File: src/hdl/lpfd_pkg.sv
// package for the length-prefixed frame deframer: header field sizes and phase codes
// no dependencies
`default_nettype none

package lpfd_pkg;

  localparam int VersionBytesRaw     = 1;
  localparam int TypeBytesRaw        = 1;
  localparam int FlagsBytesRaw       = 1;
  localparam int CorrelationBytesRaw = 4;
  localparam int LengthBytesRaw      = 4;

  // field sizes clamped to 1..8 bytes
  localparam logic [3:0] VersionBytes =
    4'(VersionBytesRaw < 1 ? 1 : (VersionBytesRaw > 8 ? 8 : VersionBytesRaw));
  localparam logic [3:0] TypeBytes =
    4'(TypeBytesRaw < 1 ? 1 : (TypeBytesRaw > 8 ? 8 : TypeBytesRaw));
  localparam logic [3:0] FlagsBytes =
    4'(FlagsBytesRaw < 1 ? 1 : (FlagsBytesRaw > 8 ? 8 : FlagsBytesRaw));
  localparam logic [3:0] CorrelationBytes =
    4'(CorrelationBytesRaw < 1 ? 1 : (CorrelationBytesRaw > 8 ? 8 : CorrelationBytesRaw));
  localparam logic [3:0] LengthBytes =
    4'(LengthBytesRaw < 1 ? 1 : (LengthBytesRaw > 8 ? 8 : LengthBytesRaw));

  localparam logic [2:0] PhVersion = 3'd0;
  localparam logic [2:0] PhType    = 3'd1;
  localparam logic [2:0] PhFlags   = 3'd2;
  localparam logic [2:0] PhCorr    = 3'd3;
  localparam logic [2:0] PhLength  = 3'd4;
  localparam logic [2:0] PhBody    = 3'd5;

  localparam logic KindHeader = 1'b0;
  localparam logic KindBody   = 1'b1;

  function automatic logic [3:0] field_size(input logic [2:0] phase);
    logic [3:0] size;
    case (phase)
      PhVersion: size = VersionBytes;
      PhType:    size = TypeBytes;
      PhFlags:   size = FlagsBytes;
      PhCorr:    size = CorrelationBytes;
      default:   size = LengthBytes;
    endcase
    return size;
  endfunction

endpackage

`default_nettype wire

File: src/hdl/length_prefixed_frame_deframer.sv
// length-prefixed frame deframer top level: header parse, body pass-through, result register
// depends on lpfd_pkg
//
// usage:
//   input channel: one stream byte per transaction on data_byte_i (in_valid_i / in_stall_o)
//   output channel: one result per transaction (out_valid_o / out_stall_i); kind_o is 0
//     for a header result carrying version, type, flags, correlation id and body length,
//     1 for a body byte; frame_end_o marks the result that closes the frame
//   header bytes other than the last of the header give no result
//   result timing: a result is registered and shown on the output in the cycle after its input transaction
//   throughput: one byte per cycle while no held result is stalled, set by the shift and count
//     update done per byte and the one-entry result register
//   receiver stall: while a result is held and out_stall_i is high, in_stall_o is high;
//     in_stall_o drops in the cycle the held result is taken
//   reset: parser returns to the version field with empty accumulator, no result held
`default_nettype none

module length_prefixed_frame_deframer (
  input  wire logic        clk_i,
  input  wire logic        rst_ni,
  input  wire logic        in_valid_i,
  output logic             in_stall_o,
  input  wire logic [7:0]  data_byte_i,
  output logic             out_valid_o,
  input  wire logic        out_stall_i,
  output logic             kind_o,
  output logic [7:0]       version_o,
  output logic [7:0]       frame_type_o,
  output logic [7:0]       frame_flags_o,
  output logic [31:0]      request_tag_o,
  output logic [31:0]      body_length_o,
  output logic [7:0]       body_byte_o,
  output logic             frame_end_o
);
  import lpfd_pkg::*;

  logic [2:0]  phase_q, phase_d;
  logic [3:0]  cnt_q, cnt_d;
  logic [31:0] acc_q, acc_d;
  logic [7:0]  version_q, version_d;
  logic [7:0]  type_q, type_d;
  logic [7:0]  flags_q, flags_d;
  logic [31:0] corr_q, corr_d;
  logic [31:0] rem_q, rem_d;

  logic        out_valid_q;
  logic        kind_q, kind_d;
  logic [7:0]  ver_out_q, ver_out_d;
  logic [7:0]  type_out_q, type_out_d;
  logic [7:0]  flags_out_q, flags_out_d;
  logic [31:0] corr_out_q, corr_out_d;
  logic [31:0] len_out_q, len_out_d;
  logic [7:0]  body_q, body_d;
  logic        end_q, end_d;

  logic        accept;
  logic        res_valid;
  logic [31:0] acc_shift;
  logic [3:0]  cnt_inc;
  logic        field_done;

  assign in_stall_o = out_valid_q && out_stall_i;
  assign accept     = in_valid_i && !in_stall_o;

  assign acc_shift  = {acc_q[23:0], data_byte_i};
  assign cnt_inc    = cnt_q + 4'd1;
  assign field_done = cnt_inc >= field_size(phase_q);

  always_comb begin
    phase_d     = phase_q;
    cnt_d       = cnt_q;
    acc_d       = acc_q;
    version_d   = version_q;
    type_d      = type_q;
    flags_d     = flags_q;
    corr_d      = corr_q;
    rem_d       = rem_q;
    res_valid   = 1'b0;
    kind_d      = KindHeader;
    ver_out_d   = '0;
    type_out_d  = '0;
    flags_out_d = '0;
    corr_out_d  = '0;
    len_out_d   = '0;
    body_d      = '0;
    end_d       = 1'b0;
    case (phase_q)
      PhBody: begin
        rem_d     = rem_q - 32'd1;
        res_valid = 1'b1;
        kind_d    = KindBody;
        body_d    = data_byte_i;
        end_d     = (rem_d == '0);
        if (end_d) begin
          phase_d = PhVersion;
        end
      end
      PhVersion, PhType, PhFlags, PhCorr, PhLength: begin
        acc_d = acc_shift;
        cnt_d = cnt_inc;
        if (field_done) begin
          acc_d = '0;
          cnt_d = '0;
          case (phase_q)
            PhVersion: begin
              version_d = acc_shift[7:0];
              phase_d   = PhType;
            end
            PhType: begin
              type_d  = acc_shift[7:0];
              phase_d = PhFlags;
            end
            PhFlags: begin
              flags_d = acc_shift[7:0];
              phase_d = PhCorr;
            end
            PhCorr: begin
              corr_d  = acc_shift;
              phase_d = PhLength;
            end
            default: begin
              rem_d       = acc_shift;
              res_valid   = 1'b1;
              ver_out_d   = version_q;
              type_out_d  = type_q;
              flags_out_d = flags_q;
              corr_out_d  = corr_q;
              len_out_d   = acc_shift;
              end_d       = (acc_shift == '0);
              phase_d     = end_d ? PhVersion : PhBody;
            end
          endcase
        end
      end
      default: begin
        phase_d = PhVersion;
        cnt_d   = '0;
        acc_d   = '0;
      end
    endcase
  end

  always_ff @(posedge clk_i or negedge rst_ni) begin
    if (!rst_ni) begin
      phase_q   <= PhVersion;
      cnt_q     <= '0;
      acc_q     <= '0;
      version_q <= '0;
      type_q    <= '0;
      flags_q   <= '0;
      corr_q    <= '0;
      rem_q     <= '0;
    end else if (accept) begin
      phase_q   <= phase_d;
      cnt_q     <= cnt_d;
      acc_q     <= acc_d;
      version_q <= version_d;
      type_q    <= type_d;
      flags_q   <= flags_d;
      corr_q    <= corr_d;
      rem_q     <= rem_d;
    end
  end

  always_ff @(posedge clk_i or negedge rst_ni) begin
    if (!rst_ni) begin
      out_valid_q <= 1'b0;
    end else if (accept && res_valid) begin
      out_valid_q <= 1'b1;
    end else if (!out_stall_i) begin
      out_valid_q <= 1'b0;
    end
  end

  always_ff @(posedge clk_i) begin
    if (accept && res_valid) begin
      kind_q      <= kind_d;
      ver_out_q   <= ver_out_d;
      type_out_q  <= type_out_d;
      flags_out_q <= flags_out_d;
      corr_out_q  <= corr_out_d;
      len_out_q   <= len_out_d;
      body_q      <= body_d;
      end_q       <= end_d;
    end
  end

  assign out_valid_o   = out_valid_q;
  assign kind_o        = kind_q;
  assign version_o     = ver_out_q;
  assign frame_type_o  = type_out_q;
  assign frame_flags_o = flags_out_q;
  assign request_tag_o = corr_out_q;
  assign body_length_o = len_out_q;
  assign body_byte_o   = body_q;
  assign frame_end_o   = end_q;

endmodule

`default_nettype wire

File: config.mk
export PLATFORM = sky130hd
export DESIGN_NAME = length_prefixed_frame_deframer
export DESIGN_NICKNAME = d
export VERILOG_FILES = /design/src/hdl/lpfd_pkg.sv /design/src/hdl/length_prefixed_frame_deframer.sv
export SDC_FILE = /design/constraint.sdc
export NUM_CORES = 1
export LEC_CHECK = 0
export BUFFER_PORTS_ARGS = -buffer_cell sky130_fd_sc_hd__buf_2
export CAP_MARGIN = 20
export CORE_MARGIN = 1.5
export CORE_UTILIZATION = 30
export CTS_BUF_LIST = sky130_fd_sc_hd__clkbuf_4 sky130_fd_sc_hd__clkbuf_8
export CTS_CLUSTER_SIZE = 8
export DETAILED_ROUTE_END_ITERATION = 8
export GPL_ROUTABILITY_DRIVEN = 0
export SLEW_MARGIN = 10
export SYNTH_ARGS = -nofsm -noshare
export SYNTH_HDL_FRONTEND = slang
export SYNTH_SLANG_ARGS = --single-unit
File: constraint.sdc
create_clock -name clk_i -period 6.1 [get_ports clk_i]
set_input_delay 0.61 -clock clk_i [delete_from_list [all_inputs] [get_ports clk_i]]
set_output_delay 0.61 -clock clk_i [all_outputs]
set_load 0.01 [all_outputs]
# Yosys cells after proc, flatten, opt, wreduce, memory -nomap -nowiden
# Cells that the tools add are included.
[word_totals]
regBits = 218
inputBits = 12
[op_classes]
n_lt_le_gt_ge = 1
bitwise = 3
n_eq_ne = 9
reduce_logical = 19
add_sub_neg = 2
muxes = 22
[op_table]
columns = ["op", "count"]
rows = [
  ["$logic_not 32->1", 2],
  ["$mux 32", 2],
  ["$pmux 32 s2", 1],
  ["$pmux 24 s2", 1],
  ["$sub 32x1->32 const B", 1],
  ["$mux 24", 1],
  ["$reduce_and 4->1", 5],
  ["$mux 3", 4],
  ["$pmux 3 s4", 1],
  ["$pmux 4 s2", 1],
  ["$mux 1", 7],
  ["$eq 3x2->1 const B", 2],
  ["$eq 3x3->1 const B", 2],
  ["$ne 2x2->1 const B", 3],
  ["$pmux 3 s2", 1],
  ["$reduce_or 6->1", 1],
  ["$reduce_or 5->1", 1],
  ["$add 4x1->4 const B", 1],
  ["$ge 4x4->1", 1],
  ["$mux 4", 1],
  ["$pmux 1 s2", 2],
  ["$reduce_or 4->1", 1],
  ["$eq 3x1->1 const B", 1],
  ["$logic_and 1x1->1", 3],
  ["other kinds (8)", 10],
]

# Depth between registers and ports, before layout
# Gate-level depths: netlist of run 1.
[depth]
ltp_word = 8
depth_mapped = 13
ltp_nobuf = 9

# Worst setup path before layout of run 1
# Ideal clock, no wire load.
[synth_path]
path_type = "reg-to-reg"
start = "register phase_q[2]"
end = "register body_q[0], in the netlist body_byte_o[0], enable pin"
period_less_slack_ns = 5.462
path_buffers = 4
setup_slack_ns = 0.638
path_stages_with_launch = 12
t_arrival_ns = 4.962
path_cell_list = "dfrtp_1 > clkbuf_1 > clkbuf_1 > a21oi_1 > ha_1 > or3b_1 > a221o_1 > and3_1 > clkbuf_1 > o21ai_1 > inv_1 > clkbuf_1"
[synth_between]
elab_chain_cells = 7
[synth_rtl]
columns = ["element", "line", "rtl"]
rows = [
  ["start, declared", "length_prefixed_frame_deframer.sv:37", "logic [2:0] phase_q, phase_d;"],
  ["start signal, assigned", "length_prefixed_frame_deframer.sv:145", "phase_q <= PhVersion;"],
  ["start signal, assigned", "length_prefixed_frame_deframer.sv:154", "phase_q <= phase_d;"],
  ["$eq 3x2->1, or another cell as far along", "lpfd_pkg.sv:37, length_prefixed_frame_deframer.sv:87, length_prefixed_frame_deframer.sv:104", ""],
  ["$reduce_or 3->1 (no source line)", "--", ""],
  ["$mux 3", "lpfd_pkg.sv:37", "case (phase)"],
  ["$ge 4x4->1", "length_prefixed_frame_deframer.sv:67", "assign field_done = cnt_inc >= field_size(phase_q);"],
  ["$mux 1", "length_prefixed_frame_deframer.sv:101", "if (field_done) begin"],
  ["$pmux 1 s2 (*)", "length_prefixed_frame_deframer.sv:87", "case (phase_q)"],
  ["$logic_and 1x1->1 (*)", "length_prefixed_frame_deframer.sv:176", "if (accept && res_valid) begin"],
  ["end signal, assigned", "length_prefixed_frame_deframer.sv:183", "body_q <= body_d;"],
  ["end, declared", "length_prefixed_frame_deframer.sv:53", "logic [7:0] body_q, body_d;"],
]
# Every way passes the cells marked *; elsewhere a longest branch is shown, timed or not.
# A chain may end at the register's enable or synchronous reset.

# Worst setup path in the final report of run 1
[layout_path]
start = "register phase_q[2]"
end = "register len_out_q[28], in the netlist body_length_o[28], enable pin"
[layout_between]
elab_chain_cells = 7
[layout_rtl]
columns = ["element", "line", "rtl"]
rows = [
  ["$eq 3x2->1, or another cell as far along", "lpfd_pkg.sv:37, length_prefixed_frame_deframer.sv:87, length_prefixed_frame_deframer.sv:104", ""],
  ["$reduce_or 3->1 (no source line)", "--", ""],
  ["$mux 3", "lpfd_pkg.sv:37", ""],
  ["$ge 4x4->1", "length_prefixed_frame_deframer.sv:67", ""],
  ["$mux 1", "length_prefixed_frame_deframer.sv:101", ""],
  ["$pmux 1 s2 (*)", "length_prefixed_frame_deframer.sv:87", ""],
  ["$logic_and 1x1->1 (*)", "length_prefixed_frame_deframer.sv:176", ""],
  ["end signal, assigned", "length_prefixed_frame_deframer.sv:182", "len_out_q <= len_out_d;"],
  ["end, declared", "length_prefixed_frame_deframer.sv:52", "logic [31:0] len_out_q, len_out_d;"],
]
# Marks and branches as above.

==> metrics, run 1 <==
status completed; RSZ-0062 raised after global routing false; Max Clk Rate 0.296 GHz; Main synth FF type dfrtp_1; Mapped Cells 734; crit path DAT 3.60 ns; vias in the first global route 6048; Slew headroom 29.4%; Critical-path top delay cell dfrtp_1; placed cells 1204; Congestion Overflow GR 0; post-synth cell types 58; Cell Area, Placed 10300 µm²; Initial Util 30.4%; layout cells sized above 1 29.5%; crit path capture type flop; Row Count 64; Area Growth Syn to Fin 18.6%; worst slew pin tran 1.06 ns; synthesized area 9300 µm²; HP Class primary input to asynchronous set/reset pin; Buf/Inv on CP 2; post-route worst setup slack 2.72 ns; post-CTS sizing 0; number of buffers created by CTS 37; htree depth 2; Area contributors post-synth dfrtp_1 32%, edfxtp_1 32%, mux2_2 6.9%; synth warn 0; initial antenna violation count 0; Post-CTS Hold Buffers 0; Post-synth ARST share 55.0%; Vias 6317; CTS tree done; PortBufs 111; Slew Viols, Final 0; flops & latches, synth 218; maxcap violations 0; Worst Setup Start Kind flop; CP Max Fanout 67; Clock Path Buffers 3; Worst Skew 0.0295 ns; Crit path required time 6.32 ns; DRT antenna net count 0; root buffer cell clkbuf_8; fin cells 1270; Max IR drop VDD 137 µV; Hold Violations, Final 0; sequential-to-total area share from yosys stat 63.9%; Largest stage delay, worst path 0.57 ns; DRT iter0 DRCs 449; Core ar. 30600 µm²; ANT cells 0; final WL 22200 µm; mean post-synth cell area 12.7 µm²; First-pass DRT Iterations 5; dominant cell type by area after synthesis dfrtp_1; synthesized net count 751; Residual DRC 0; Post-CTS Setup Bufs 0; clock transition at the registers of the reported paths 0.06 ns; CP Cell Sequence a21oi_1 -> ha_1 -> or3b_1 -> a221o_1 -> and3_2 -> o21ai_2 -> inv_4 -> buf_4; first-pass GRT wire length 34500 µm; Wirelength per Cell 17.5 µm; Die X 179 µm; Synth top area share 32.3%; vias per inst 4.97; nets 864; setup TNS 0 ns; Ports 112; Lkg Pwr 4.76 nW; die area 32100 µm²; post-route clock period utilization 55.4%; top cells by count, synth 120 x dfrtp_1, 98 x edfxtp_1, 91 x and2_1, 57 x mux2_2, 48 x a21oi_1; final setup fails 0; Top delay family on crit path compound AO/OA/AOI/OAI gates; clock sink count 218; post-DP HPWL 14000 µm; Clk Latency, worst-skew pair 0.53 ns; EDFF count, synth 98; PD cells 326 nW/µm²; min Tclk post-route 3.38 ns; Total GRT Usage 13.9%; die height 179 µm; Crit Path Category flop to flop; pre-CTS setup slack 2.71 ns; pin count of the biggest net entering global routing 89; most frequent cell after synthesis dfrtp_1; final instance area 11000 µm²
sequential cells by signal, indices dropped and copies added (netlist names):
register       count
version_q          8
frame_flags_o      8
version_o          8
body_byte_o        8
request_tag_o     32
flags_q            8
rem_q             32
cnt_q              4
frame_type_o       8
acc_q             24
body_length_o     32
out_valid_o        1
phase_q            3
kind_o             1
type_q             8
frame_end_o        1
corr_q            32
report_power, final:
part / internal, W / leakage [nW] / switching (W) / total (W)
combinational: 0.000186 / 1.75 / 0.000284 / 0.000470
clock: 0.000757 / 0.405 / 0.000573 / 0.00133
sequential: 0.00165 / 2.61 / 0.000142 / 0.00179
total: 0.00259 / 4.76 / 0.000999 / 0.00359
layer usage:
layer,GRT usage (%),up-vias,share of wire [%]
met5,0,-,0
met3,2.16,36,5.4
met2,22.3,205,48
li1,-,2954,-
met4,5.69,0,2.2
met1,18.8,3122,45
path summary, 6_finish.rpt:
| kind | start | to | slack [ns] | depth (start not counted) |
|---|---|---|---|---|
| max | phase_q[2] | body_length_o[28] | 2.72 | 8 |
| min | rst_ni | corr_q[19] | 0.16 | 1 |
| max reg2reg | phase_q[2] | body_length_o[28] | 2.72 | 8 |
| min reg2reg | version_q[6] | version_q[6] | 0.49 | 1 |
| max in group asynchronous | rst_ni | corr_q[0] | 4.55 | 2 |
| min in group clk_i | out_stall_i | out_valid_o | 0.39 | 3 |
worst register-to-register path, cell delays in order (launching register included):
cell and delay (ns):
dfrtp_1 0.57, a21oi_1 0.27, ha_1 0.26, or3b_1 0.35, a221o_1 0.45, and3_2 0.25, o21ai_2 0.18, inv_4 0.30
buf_4 0.44
kinds of logic after synthesis:
logic type / Yosys count / share of synthesized area (%)
flip-flops: 218 / 63.9
buffers and inverters: 57 / 2.31
AND/OR/NAND/NOR: 236 / 14.6
adder cells (fa/ha/maj): 5 / 0.673
AO/OA/AOI/OAI: 157 / 11.2
multiplexers: 57 / 6.90
XOR/XNOR: 4 / 0.377
stage by stage:
stage                     total power (W)  util, %  hold slack, ns
after floorplan                   0.00212        -           0.314
after global placement            0.00228     33.6           0.479
after detailed placement          0.00228     33.6           0.485
after CTS                         0.00363     36.0           0.170
after global routing              0.00377     36.0           0.197
final                             0.00359     36.0           0.160
cells in the final DEF (no fill, tap or decap), types with 4 or more instances in the layout:
cell type and count:
clkbuf_8 41, nor3_1 11, ha_1 5, a22o_1 26
edfxtp_1 98, and3_1 9, dfrtp_1 120, nand3_1 10
o2bb2ai_1 5, mux2_2 57, o22ai_1 8, inv_1 10
nand2_1 26, buf_2 110, a2bb2oi_1 5, clkinv_2 5
buf_4 10, or3_1 9, nor4_1 19, o21ai_0 32
a21oi_1 48, nor2_1 29, nand4_1 4, clkbuf_4 16
and2_1 91
area by class of cell:
class,instances,area (µm²)
inverter,11,43.8
multi-input combinational,459,3160
fill,3028,19600
timing repair buffer,120,626
clock inverter,9,70.1
sequential,218,5950
clock buffer,57,684
tap,396,495
Power figures use the tool's default switching activity.
==> run 2: changes to the inputs <==
==> constraint.sdc (replaced) <==
create_clock -name clk_i -period 3.07 [get_ports clk_i]
set_input_delay 0.307 -clock clk_i [delete_from_list [all_inputs] [get_ports clk_i]]
set_output_delay 0.307 -clock clk_i [all_outputs]
set_load 0.01 [all_outputs]
==> metrics, run 2 (synthesis gave the netlist of run 1 again) <==
layout cells sized above 1 31.3%; First-pass DRT Iterations 5; Worst Setup Start Kind flop; maxcap violations 0; root buffer cell clkbuf_8; die area 32100 µm²; RSZ-0062 raised after global routing false; Area Growth Syn to Fin 21.2%; number of buffers created by CTS 37; P_int 0.00517 W; DRT antenna net count 0; Ports 112; Residual DRC 0; Total GRT Usage 14.4%; Slew headroom 45.1%; CP Max Fanout 7; Sequential Power Share 49.4%; Die X 179 µm; post-route clock period utilization 92.4%; Crit path required time 3.47 ns; Hold Crit Depth 3; Crit Path Category flop to flop; pre-CTS setup slack 0.0277 ns; Comb pwr share 14.1%; Core ar. 30600 µm²; pin count of the biggest net entering global routing 65; CP Cell Sequence inv_1 -> ha_2 -> or3b_2 -> or2_2 -> a2111oi_1 -> o2111ai_1 -> nor4_2 -> a32o_1; Layout fillers 2975; PortBufs 111; Worst Skew 0.0127 ns; P_sw 0.00201 W; FF-to-FF End frame_end_o; Net Sw Frac 28.0%; initial antenna violation count 1; Max Clk Rate 0.353 GHz; post-DP HPWL 14600 µm; most common cell after layout, fill and taps aside dfrtp_1; Clk Latency, worst-skew pair 0.53 ns; DRT iter0 DRCs 362; status completed; crit path DAT 3.23 ns; final setup fails 0; min Tclk post-route 2.84 ns; htree depth 2; worst slew pin tran 0.823 ns; ANT cells 0; Final Util 36.8%; Sequential Area 5950 µm²; clock sink count 218; Largest stage delay, worst path 0.52 ns; nets 889; hold path start out_stall_i; Congestion Overflow GR 0; HP Class primary input to flop; Multi-input gate area 3180 µm²; Clk pwr share 36.6%; PnR Total Power 0.00719 W; R2R Setup Slk 0.23 ns; Vias 6387; Wirelength per Cell 17.5 µm; final WL 22700 µm; vias in the first global route 6075; post-route worst setup slack 0.235 ns; CTS tree done; Max IR drop VDD 248 µV; Hold Violations, Final 0; most frequent cells in the layout 120 x dfrtp_1, 110 x buf_2, 98 x edfxtp_1, 91 x and2_1, 57 x mux2_2; vias per inst 4.93; FF-to-FF path depth 8; crit path capture type flop; Critical-path top delay cell or3b_2; worst r2r src rem_q[0]; Initial Util 30.4%; die height 179 µm; setup TNS 0 ns; clock transition at the registers of the reported paths 0.06 ns; Fin Hold WS 0.0664 ns; first-pass GRT wire length 35200 µm; Lkg Pwr 4.89 nW; WHS Endpoint out_valid_o; PD cells 638 nW/µm²; Clock Path Buffers 3; Slew Viols, Final 0; Row Count 64
[run 2: cell types whose count changed in the layout (fill, tap and decap cells not counted), sizes merged]
cell         previous run  this run
clkinvlp                1         2
dlygate4sd3             0         1
clkbuf                 57        56
buf                   120       144
clkinv                  7         8
[run 2: layer usage]
layer	share of wire, %	track usage [%]
met2	48	23.5
met3	4.8	2.48
met5	0	0
met1	44	18.9
met4	2.7	5.76
[run 2: layout make-up]
class,instances,area share [%]
repair buffers,145,7.61
multi-input cells,459,28.2
well taps,396,4.40
clock buffers,56,5.95
clock inverters,11,0.699
flip-flops and latches,218,52.8
inverters,11,0.389
[run 2: what timing repair did]
action | in CTS | in global routing
hold buffers | 1 | 0
endpoints found under the setup margin | 0 | 36
resized for setup | 0 | 5
endpoints found under the hold margin | 57 | 0
setup buffers | 0 | 0
[run 2: critical path: cells and delay by family, from the launching register on]
kind                       cells  cell delay, ns
buffers and inverters          1            0.12
adders and majority gates      1            0.24
DFF                            1            0.45
and+or+nand+nor                3            1.17
AOI/OAI and AO/OA              3            0.74
[run 2: power groups by stage]
stage / Clock [W] / Sequential (W) / Combinational (W)
finish: 0.00263 / 0.00355 / 0.00101
global route: 0.00283 / 0.00359 / 0.00112
CTS: 0.00271 / 0.00354 / 0.00100
floorplan: 0 / 0.00353 / 0.000670
global placement: 0 / 0.00358 / 0.000985
detailed placement: 0 / 0.00359 / 0.000996
[run 2: how the worst max path moves through the flow]
| stage | start | endpoint | slack [ns] | cells past startpoint |
|---|---|---|---|---|
| finish | rem_q[0] | frame_end_o | 0.23 | 8 |
| floorplan | phase_q[2] | body_byte_o[0] | 0.006 | 11 |
| global placement | rem_q[0] | frame_end_o | 0.11 | 8 |
| detailed placement | rem_q[0] | frame_end_o | 0.03 | 8 |
| CTS | rem_q[0] | frame_end_o | 0.01 | 8 |
| global route | phase_q[0] | rem_q[19] | 0.08 | 9 |
[run 2: per-stage QoR]
step,area [µm²],instances
5_1_grt,11300,1296
4_1_cts,11300,1296
6_report,11300,1296
3_3_place_gp,10500,1228
2_1_floorplan,9340,734
3_5_place_dp,10500,1228
==> run 3: changes to the inputs <==
--- a/config.mk
+++ b/config.mk
@@ -8,7 +8,7 @@
 export BUFFER_PORTS_ARGS = -buffer_cell sky130_fd_sc_hd__buf_2
 export CAP_MARGIN = 20
 export CORE_MARGIN = 1.5
-export CORE_UTILIZATION = 30
+export CORE_UTILIZATION = 36
 export CTS_BUF_LIST = sky130_fd_sc_hd__clkbuf_4 sky130_fd_sc_hd__clkbuf_8
 export CTS_CLUSTER_SIZE = 8
 export DETAILED_ROUTE_END_ITERATION = 8
==> metrics, run 3 (synthesis gave the netlist of run 1 again) <==
Cell Area, Placed 10400 µm²; post-route clock period utilization 96.0%; Net Sw Frac 27.7%; PortBufs 111; most frequent cells in the layout 120 x dfrtp_1, 110 x buf_2, 98 x edfxtp_1, 91 x and2_1, 57 x mux2_2; Sequential Power Share 49.0%; Final Util 44.2%; Layout fillers 2331; pin count of the biggest net entering global routing 89; Lkg Pwr 4.89 nW; P_sw 0.00201 W; Crit Path Category flop to flop; crit path capture type flop; Row Count 58; Total GRT Usage 16.9%; root buffer cell clkbuf_8; worst slew pin tran 0.724 ns; DRT antenna net count 0; min Tclk post-route 2.95 ns; Hold Violations, Final 0; vias in the first global route 6219; final WL 22300 µm; post-route worst setup slack 0.122 ns; CP Max Fanout 40; die area 26800 µm²; Congestion Overflow GR 0; clock sink count 218; post-DP HPWL 14100 µm; First-pass DRT Iterations 5; setup TNS 0 ns; Clk pwr share 37.2%; Clk Latency, worst-skew pair 0.53 ns; Crit path required time 3.32 ns; initial antenna violation count 0; Residual DRC 0; Slew headroom 51.7%; Core ar. 25300 µm²; clock transition at the registers of the reported paths 0.06 ns; Wirelength per Cell 18.2 µm; Sequential Area 5950 µm²; maxcap violations 0; vias per inst 5.25; CP Cell Sequence a21oi_1 -> ha_1 -> or3b_1 -> a221o_1 -> and3_2 -> o21ai_4 -> inv_4 -> buf_4; die height 164 µm; Max Clk Rate 0.339 GHz; crit path DAT 3.20 ns; status completed; Multi-input gate area 3170 µm²; final instance area 11200 µm²; Slew Viols, Final 0; DRT iter0 DRCs 489; Critical-path top delay cell a221o_1; nets 885; Largest stage delay, worst path 0.46 ns; Worst Setup Start Kind flop; Worst Skew 0.0238 ns; htree depth 2; CTS tree done; Ports 112; Max IR drop VDD 258 µV; Vias 6433; P_int 0.00524 W; Post-CTS Setup Bufs 0; layout cells sized above 1 31.3%; RSZ-0062 raised after global routing true; first-pass GRT wire length 35000 µm; most common cell after layout, fill and taps aside dfrtp_1; number of buffers created by CTS 37; PD cells 649 nW/µm²; Comb pwr share 13.8%; Die X 164 µm; Clock Path Buffers 3; Initial Util 36.8%; HP Class primary input to flop; ANT cells 0; Area Growth Syn to Fin 20.0%; pre-CTS setup slack 0.0246 ns; final setup fails 0
[run 3: routing by layer]
metal	global-route usage, %	routed length, µm	vias to the layer above
met1	23.3	10200	3207
met2	26.7	10500	173
met3	3.13	1140	39
li1	-	-	3014
met5	0	0	-
met4	6.03	495	0
[run 3: worst paths after layout]
kind                         startpoint              end  slack [ns]  cells past startpoint
max in group asynchronous        rst_ni         acc_q[2]        1.94                      3
hold / removal              out_stall_i      out_valid_o        0.08                      3
setup / recovery             phase_q[0]  frame_type_o[1]        0.12                      8
hold reg to reg            version_q[0]     version_q[0]        0.49                      1
min in group asynchronous        rst_ni       corr_q[16]        0.32                      2
setup reg to reg             phase_q[0]  frame_type_o[1]        0.12                      8
[run 3: worst max-delay path: cells and delay by family (launching register included)]
| kind | cells | cell delay (ns) |
|---|---|---|
| simple gates | 2 | 0.62 |
| flops | 1 | 0.38 |
| compound gates | 3 | 0.89 |
| fa+ha+maj | 1 | 0.28 |
| buf+inv | 2 | 0.51 |
[run 3: power by group through the flow]
stage / logic, W / registers (W) / clock network [W]
floorplan: 0.000670 / 0.00353 / 0
global placement: 0.000982 / 0.00359 / 0
detailed placement: 0.000989 / 0.00359 / 0
CTS: 0.000993 / 0.00354 / 0.00277
global route: 0.00112 / 0.00358 / 0.00290
finish: 0.000999 / 0.00355 / 0.00270
[run 3: layout make-up]
class                   instances  share of cell area [%]
multi-input cells             459                    28.4
clock buffers                  60                    6.39
inverters                      11                   0.392
clock inverters                 7                   0.549
well taps                     330                    3.70
repair buffers                141                    7.26
flip-flops and latches        218                    53.3
[run 3: repair_timing]
action	in CTS	in global routing
hold endpoints to repair	39	0
hold buffers	1	0
gates resized for setup	0	1
setup endpoints to repair	0	4
[run 3: metrics by stage]
stage,hold slack [ns],power [W],std cells
after detailed placement,0.343,0.00458,1158
after floorplan,0.0114,0.00420,734
after global routing,0.0775,0.00760,1226
final,0.0820,0.00725,1226
after CTS,0.0584,0.00730,1226
after global placement,0.348,0.00457,1158
